--- src/rtl/core/rwlc_pkg.sv ---
// shared codes and flag types for the reader-writer lock controller
package rwlc_pkg;

  // lock event codes carried in the mode field
  localparam logic [2:0] MODE_ADD_READER    = 3'd0;
  localparam logic [2:0] MODE_FINISH_READER = 3'd1;
  localparam logic [2:0] MODE_ADD_WRITER    = 3'd2;
  localparam logic [2:0] MODE_FINISH_WRITER = 3'd3;
  localparam logic [2:0] MODE_INVALIDATE    = 3'd4;

  typedef enum logic [1:0] {
    WS_NONE      = 2'd0,
    WS_PENDING   = 2'd1,
    WS_PROCESSED = 2'd2,
    WS_INVALID   = 2'd3
  } ws_e;

  typedef enum logic [1:0] {
    WR_SUCCESS  = 2'd0,
    WR_PENDING  = 2'd1,
    WR_CONFLICT = 2'd2,
    WR_INVALID  = 2'd3
  } wr_e;

  // per-event status flags from the event engine
  typedef struct packed {
    logic reader_granted;
    wr_e  writer_result;
    logic resume_writer;
    logic misuse;
  } evt_flags_t;

endpackage

--- src/rtl/core/reader_writer_lock_control.sv ---
// reader-writer lock controller top level: input stage, lock state and result stage
// an accepted beat is registered first in the input stage, then its result in the result stage
// throughput: one event per cycle while the result stage is not stalled; the lock state
//   register updates in the same edge that captures the result, so the next event sees it at once
// reset: rst_ni asynchronous active low clears the stage valids and the lock
//   state (count zero, no writer, held id zero)
module reader_writer_lock_control
  import rwlc_pkg::*;
#(
  parameter int unsigned COUNT_BITS = 16,
  parameter int unsigned ID_BITS    = 16
) (
  input  logic                  clk_i,
  input  logic                  rst_ni,
  // event channel
  input  logic                  in_valid_i,
  output logic                  in_stall_o,
  input  logic [2:0]            mode_i,
  input  logic [ID_BITS-1:0]    writer_id_i,
  // result channel
  output logic                  out_valid_o,
  input  logic                  out_stall_i,
  output logic                  reader_granted_o,
  output logic [1:0]            writer_result_o,
  output logic                  resume_writer_o,
  output logic [ID_BITS-1:0]    resume_id_o,
  output logic [COUNT_BITS-1:0] reader_count_now_o,
  output logic [1:0]            writer_state_now_o,
  output logic                  misuse_o
);

  // input stage
  logic               in_vld_q;
  logic [2:0]         mode_q;
  logic [ID_BITS-1:0] wid_q;

  // lock state
  logic [COUNT_BITS-1:0] count_q, count_d;
  ws_e                   ws_q, ws_d;
  logic [ID_BITS-1:0]    held_id_q, held_id_d;
  logic                  held_q, held_d;

  // result stage
  logic                  out_vld_q;
  logic [COUNT_BITS-1:0] res_count_q;
  ws_e                   res_ws_q;
  logic [ID_BITS-1:0]    res_rid_q, rid_d;
  evt_flags_t            res_flags_q, flags_d;

  logic out_free;   // result stage can take a new beat
  logic fire;       // input stage beat is processed this cycle
  logic in_take;    // input stage loads a new beat

  assign out_free   = !out_vld_q || !out_stall_i;
  assign fire       = in_vld_q && out_free;
  assign in_take    = !in_vld_q || out_free;
  assign in_stall_o = !in_take;

  always_ff @(posedge clk_i or negedge rst_ni) begin
    if (!rst_ni) begin
      in_vld_q <= 1'b0;
    end else if (in_take) begin
      in_vld_q <= in_valid_i;
    end
  end

  // payload only loads on an accepted beat
  always_ff @(posedge clk_i) begin
    if (in_take && in_valid_i) begin
      mode_q <= mode_i;
      wid_q  <= writer_id_i;
    end
  end

  rwlc_engine #(
    .COUNT_BITS (COUNT_BITS),
    .ID_BITS    (ID_BITS)
  ) u_engine (
    .mode_i      (mode_q),
    .writer_id_i (wid_q),
    .count_i     (count_q),
    .ws_i        (ws_q),
    .held_id_i   (held_id_q),
    .held_i      (held_q),
    .count_o     (count_d),
    .ws_o        (ws_d),
    .held_id_o   (held_id_d),
    .held_o      (held_d),
    .resume_id_o (rid_d),
    .flags_o     (flags_d)
  );

  // lock state commits together with the result capture
  always_ff @(posedge clk_i or negedge rst_ni) begin
    if (!rst_ni) begin
      count_q   <= '0;
      ws_q      <= WS_NONE;
      held_id_q <= '0;
      held_q    <= 1'b0;
    end else if (fire) begin
      count_q   <= count_d;
      ws_q      <= ws_d;
      held_id_q <= held_id_d;
      held_q    <= held_d;
    end
  end

  always_ff @(posedge clk_i or negedge rst_ni) begin
    if (!rst_ni) begin
      out_vld_q <= 1'b0;
    end else if (out_free) begin
      out_vld_q <= in_vld_q;
    end
  end

  always_ff @(posedge clk_i) begin
    if (fire) begin
      res_count_q <= count_d;
      res_ws_q    <= ws_d;
      res_rid_q   <= rid_d;
      res_flags_q <= flags_d;
    end
  end

  assign out_valid_o        = out_vld_q;
  assign reader_granted_o   = res_flags_q.reader_granted;
  assign writer_result_o    = res_flags_q.writer_result;
  assign resume_writer_o    = res_flags_q.resume_writer;
  assign resume_id_o        = res_rid_q;
  assign reader_count_now_o = res_count_q;
  assign writer_state_now_o = res_ws_q;
  assign misuse_o           = res_flags_q.misuse;

  // a resumed writer leaves the lock processed with no readers
  a_resume_state: assert property (@(posedge clk_i) disable iff (!rst_ni)
    out_vld_q && res_flags_q.resume_writer |->
      res_ws_q == WS_PROCESSED && res_count_q == '0)
    else $error("resume without processed empty lock");

  // readers are granted only with no writer present
  a_grant_state: assert property (@(posedge clk_i) disable iff (!rst_ni)
    out_vld_q && res_flags_q.reader_granted |-> res_ws_q == WS_NONE)
    else $error("reader granted while writer present");

  // a pending or processed lock always holds a writer request
  a_writer_held: assert property (@(posedge clk_i) disable iff (!rst_ni)
    (ws_q == WS_PENDING || ws_q == WS_PROCESSED) |-> held_q)
    else $error("writer status without held request");

  // the input side only stalls when a full result stage is stalled
  a_stall_cause: assert property (@(posedge clk_i) disable iff (!rst_ni)
    in_stall_o |-> in_vld_q && out_vld_q && out_stall_i)
    else $error("input stalled without backpressure");

  // a stalled input beat leaves the lock state untouched
  a_state_hold: assert property (@(posedge clk_i) disable iff (!rst_ni)
    !fire |=> $stable(count_q) && $stable(ws_q) && $stable(held_q))
    else $error("lock state changed without an event");

endmodule

--- src/rtl/core/rwlc_engine.sv ---
// next-state and result logic for one lock event
module rwlc_engine
  import rwlc_pkg::*;
#(
  parameter int unsigned COUNT_BITS = 16,
  parameter int unsigned ID_BITS    = 16
) (
  input  logic [2:0]            mode_i,
  input  logic [ID_BITS-1:0]    writer_id_i,
  input  logic [COUNT_BITS-1:0] count_i,
  input  ws_e                   ws_i,
  input  logic [ID_BITS-1:0]    held_id_i,
  input  logic                  held_i,
  output logic [COUNT_BITS-1:0] count_o,
  output ws_e                   ws_o,
  output logic [ID_BITS-1:0]    held_id_o,
  output logic                  held_o,
  output logic [ID_BITS-1:0]    resume_id_o,
  output evt_flags_t            flags_o
);

  logic cnt_zero;
  logic cnt_one;
  logic cnt_max;
  logic same_writer;
  logic proceed;

  assign cnt_zero    = (count_i == '0);
  assign cnt_one     = (count_i == COUNT_BITS'(1));
  assign cnt_max     = &count_i;
  assign same_writer = held_i && (held_id_i == writer_id_i);

  always_comb begin
    count_o     = count_i;
    ws_o        = ws_i;
    held_id_o   = held_id_i;
    held_o      = held_i;
    resume_id_o = '0;
    flags_o     = '{reader_granted: 1'b0, writer_result: WR_SUCCESS,
                    resume_writer: 1'b0, misuse: 1'b0};
    proceed     = 1'b0;
    unique case (mode_i)
      MODE_ADD_READER: begin
        if (ws_i == WS_NONE) begin
          if (cnt_max) begin
            flags_o.misuse = 1'b1;
          end else begin
            count_o                = count_i + COUNT_BITS'(1);
            flags_o.reader_granted = 1'b1;
          end
        end
      end
      MODE_FINISH_READER: begin
        if (ws_i != WS_INVALID) begin
          if (cnt_zero) begin
            flags_o.misuse = 1'b1;
          end else begin
            count_o = count_i - COUNT_BITS'(1);
            // last reader out hands the lock to the waiting writer
            if (cnt_one && ws_i == WS_PENDING && held_i) begin
              ws_o                  = WS_PROCESSED;
              flags_o.resume_writer = 1'b1;
              resume_id_o           = held_id_i;
            end
          end
        end
      end
      MODE_ADD_WRITER: begin
        unique case (ws_i)
          WS_INVALID:   flags_o.writer_result = WR_INVALID;
          WS_PROCESSED: flags_o.writer_result = same_writer ? WR_SUCCESS : WR_CONFLICT;
          WS_PENDING: begin
            if (same_writer) begin
              proceed = 1'b1;
            end else begin
              flags_o.writer_result = WR_CONFLICT;
            end
          end
          default: begin
            ws_o    = WS_PENDING;
            proceed = 1'b1;
          end
        endcase
        if (proceed) begin
          held_id_o = writer_id_i;
          held_o    = 1'b1;
          if (cnt_zero) begin
            ws_o                  = WS_PROCESSED;
            flags_o.writer_result = WR_SUCCESS;
          end else begin
            flags_o.writer_result = WR_PENDING;
          end
        end
      end
      MODE_FINISH_WRITER: begin
        flags_o.misuse = !(cnt_zero && ws_i == WS_PROCESSED);
        held_id_o      = '0;
        held_o         = 1'b0;
        count_o        = '0;
        ws_o           = WS_INVALID;
      end
      MODE_INVALIDATE: begin
        count_o = '0;
        ws_o    = WS_INVALID;
      end
      default: begin
      end
    endcase
  end

endmodule
--- config.mk ---
export PLATFORM = sky130hd
export DESIGN_NAME = reader_writer_lock_control
export DESIGN_NICKNAME = d
export VERILOG_FILES = /design/src/rtl/core/rwlc_pkg.sv /design/src/rtl/core/reader_writer_lock_control.sv /design/src/rtl/core/rwlc_engine.sv
export SDC_FILE = /design/constraint.sdc
export NUM_CORES = 1
export LEC_CHECK = 0
export BUFFER_PORTS_ARGS = -buffer_cell sky130_fd_sc_hd__buf_2
export CAP_MARGIN = 0
export CORE_ASPECT_RATIO = 0.8
export CORE_UTILIZATION = 23
export DETAILED_ROUTE_END_ITERATION = 10
export PLACE_DENSITY = 0.46
export SLEW_MARGIN = 20
export SYNTH_ARGS = -nofsm -noshare
export SYNTH_HDL_FRONTEND = slang
export SYNTH_SLANG_ARGS = --single-unit
--- constraint.sdc ---
create_clock -name clk_i -period 3.4 [get_ports clk_i]
set_input_delay 0.85 -clock clk_i [delete_from_list [all_inputs] [get_ports clk_i]]
set_output_delay 0.85 -clock clk_i [all_outputs]
set_load 0.02 [all_outputs]
==> results_dict.tcl <==
set metrics [dict create \
    status "completed" \
    maxUsedRoutingLayer "met4" \
    skew_ns 0.01086 \
    areaGrowthSynthToFinish_pct 17.46 \
    worst_voltage_drop_across_the_vdd_grid_mv 0.2183 \
    route.final.wire_length_mm 14.94 \
    drt-met1-wl_mm 7.562 \
    dr_wl_met2_mm 6.226 \
    hold_path_cells 1 \
    post_synth_inst_count 487 \
    data_arrival_critical_path_ns 3.01 \
    dpl-instance-area_um2 5821 \
    track_usage 0.1328 \
    synth.largest_area_cell "sky130_fd_sc_hd__edfxtp_1" \
    core_area_um2 21860 \
    yosysUniqueCellTypes 72 \
    post-cts-setup-buffers 0 \
    timing.critical_path.from_type "flop" \
    design.final.nets 580 \
    ctsRootBufferMaster "sky130_fd_sc_hd__clkbuf_16" \
    initial_utilization 0.2380 \
    first_pass_grt_wire_length_mm 23.33 \
    maximum_level_of_the_cts_h_tree 3 \
    endpoint_type_of_the_worst_setup_path "flop" \
    grt_pass1_vias 4069 \
    maxClockFrequency_mhz 358.9 \
    synth_edf_count 58 \
    unrepaired_setup_endpoints_after_global_routing "no" \
    grt_antenna_before_repair 0 \
    cts_made_buffers 9 \
    cts_buffer_depth 2 \
    worst_hold_slack_ns 0.5070 \
    power.static_leakage_nw 2.430 \
    io_buffers 63 \
    post-layout-total-power_mw 3.414 \
    synthesis.area_per_instance_um2 10.68 \
    mappedNetlistArea_um2 5202 \
    route.vias.total 4182 \
    routed-wl-met3_um 947 \
    synth-main-ff-cell "sky130_fd_sc_hd__edfxtp_1" \
    final_layout_size_suffix_gt1_frac 0.2061 \
    route.detailed.wl_per_inst_um 17.52 \
    die-area_um2 23230 \
    seqCellArea_um2 2668 \
    synth.top_cells.by_count "sky130_fd_sc_hd__edfxtp_1 (58), sky130_fd_sc_hd__nand2_1 (43), sky130_fd_sc_hd__dfrtp_1 (37)" \
    detail_route.iter0.violations 442 \
    ioPinCount 64 \
    critical_path_peak_fanout 11 \
    dp_hpwl_mm 10.81 \
    seq_area_frac_synth 0.5127 \
    antenna_cells 0 \
    grt.overflow.total 0 \
    r2r.worst_path.cells 9 \
    synthesis.nets 519 \
    yosys.cell_count.top_type "sky130_fd_sc_hd__edfxtp_1" \
    fillCellCount 2350 \
    clkSinkCount 95 \
    drv_cap 0 \
    remaining_drc_errors 0 \
    final.min_clock_period_ns 2.787 \
    cp.required_ns 3.62 \
    std_cell_rows 48 \
    multi_input_comb_area_um2 2297 \
    finalMaxSlewViolations 0 \
    yosys-top-cells-area "sky130_fd_sc_hd__edfxtp_1 (33%), sky130_fd_sc_hd__dfrtp_1 (18%), sky130_fd_sc_hd__nand2_1 (3.1%), sky130_fd_sc_hd__a22o_1 (3.0%), sky130_fd_sc_hd__o21ai_0 (2.7%)" \
    worst_pin_slew_ns 0.9683 \
    globalplace.congestion 0.9810 \
    setup_viol 0 \
    clock_latency_ns 0.36 \
    min_period_over_period 0.8196 \
    setup-tns-final_ns 0 \
    tritoncts "built" \
    final_cell_area_um2 6111 \
    min-delay-path-class "flop to flop" \
    firstDrtPassIters 5 \
    synth_seq_cells 95 \
    fraction_of_registers_with_async_set_reset 0.3895 \
    die_width_um 170.2 \
    cts_repair_resize_count 0 \
    die_height_um 136.5 \
    grt_start_max_net_pins 38 \
    timing.slew.headroom 0.3545 \
    yosysTopAreaCellShare 0.3348 \
    timing.final.hold_violations 0 \
    cts-hold-fix-buffers 0 \
    yosys_warnings 0 \
    clk_pin_slew_worst_paths_ns 0.07 \
    detail_route.vias_per_cell 4.903 \
    detail-route-antenna-nets 0 \
    powerDensity_nw_per_um2 558.7 \
    worstSetupPathType "flop to flop" \
]
-- logic make-up after synthesis --
family / share of synthesized area
and+or+nand+nor: 0.1931
AOI/OAI and AO/OA: 0.1823
DFF: 0.5127
buffers and inverters: 0.04570
xor gates and xnor gates: 0.02862
adders and majority gates: 0.02165
muxes: 0.01587
-- metrics by stage --
step | std cells | utilization | setup slack, ns
2_1_floorplan | 487 | - | 0.3092
3_3_place_gp | 837 | 0.2663 | 0.8045
3_5_place_dp | 837 | 0.2663 | 0.6841
4_1_cts | 853 | 0.2795 | 0.6502
5_1_grt | 853 | 0.2795 | 0.3760
6_report | 853 | 0.2795 | 0.6134
-- state kept, by name (all words and copies together) (netlist names) --
signal and flops:
out_valid_o 1, held_q 1, ws_q 2, reader_count_now_o 16, in_vld_q 1, writer_state_now_o 2
count_q 16, reader_granted_o 1, held_id_q 16, resume_writer_o 1, wid_q 16, resume_id_o 16
writer_result_o 2, misuse_o 1, mode_q 3
-- power by group --
part           total (mW)  switching [mW]  internal (mW)
Clock                1.02           0.497          0.519
Sequential           1.59           0.194           1.40
Combinational       0.809           0.503          0.305
-- critical path: stages (launching register included) --
cell and delay [ns]:
sky130_fd_sc_hd__dfrtp_1 0.54, sky130_fd_sc_hd__inv_1 0.15, sky130_fd_sc_hd__ha_1 0.30, sky130_fd_sc_hd__nor4b_1 0.18, sky130_fd_sc_hd__nand4_1 0.11, sky130_fd_sc_hd__buf_4 0.18
sky130_fd_sc_hd__nor3b_1 0.61, sky130_fd_sc_hd__mux2i_1 0.16, sky130_fd_sc_hd__o32ai_1 0.26, sky130_fd_sc_hd__a32o_1 0.17
-- path summary, 6_finish.rpt --
kind,slack (ns),end,start
min in group asynchronous,0.65,held_id_q[7],rst_ni
worst max-delay path,0.61,reader_count_now_o[4],count_q[0]
worst max register to register,0.61,reader_count_now_o[4],count_q[0]
worst min-delay path,0.51,out_valid_o,in_vld_q
max in group asynchronous,2.15,ws_q[0],rst_ni
worst min register to register,0.51,out_valid_o,in_vld_q
-- cell usage in the layout (no fill, tap or decap), types with 11 or more instances in the layout --
cell type and count:
sky130_fd_sc_hd__buf_4 15, sky130_fd_sc_hd__edfxtp_1 58, sky130_fd_sc_hd__a21oi_1 18, sky130_fd_sc_hd__dfrtp_1 37
sky130_fd_sc_hd__nor3_1 11, sky130_fd_sc_hd__a22o_1 18, sky130_fd_sc_hd__nand2_1 43, sky130_fd_sc_hd__nor2_1 31
sky130_fd_sc_hd__nand4_1 12, sky130_fd_sc_hd__buf_2 63, sky130_fd_sc_hd__nand3_1 20, sky130_fd_sc_hd__o21ai_0 28
sky130_fd_sc_hd__and2_1 20, sky130_fd_sc_hd__xor2_1 16
-- layer usage --
metal  vias up  GRT usage
met1      2036     0.1959
met2       151     0.1915
met5         -          0
li1       1978          -
met3        17    0.02892
met4         0    0.04054
-- final cells by class --
class | instances | share of cell area
sequential | 95 | 0.4365
tap | 300 | 0.06143
clock buffer | 10 | 0.03747
multi-input combinational | 350 | 0.3759
clock inverter | 6 | 0.01003
timing repair buffer | 78 | 0.07002
inverter | 14 | 0.008600
No activity file was read; power rests on OpenSTA's default activity.
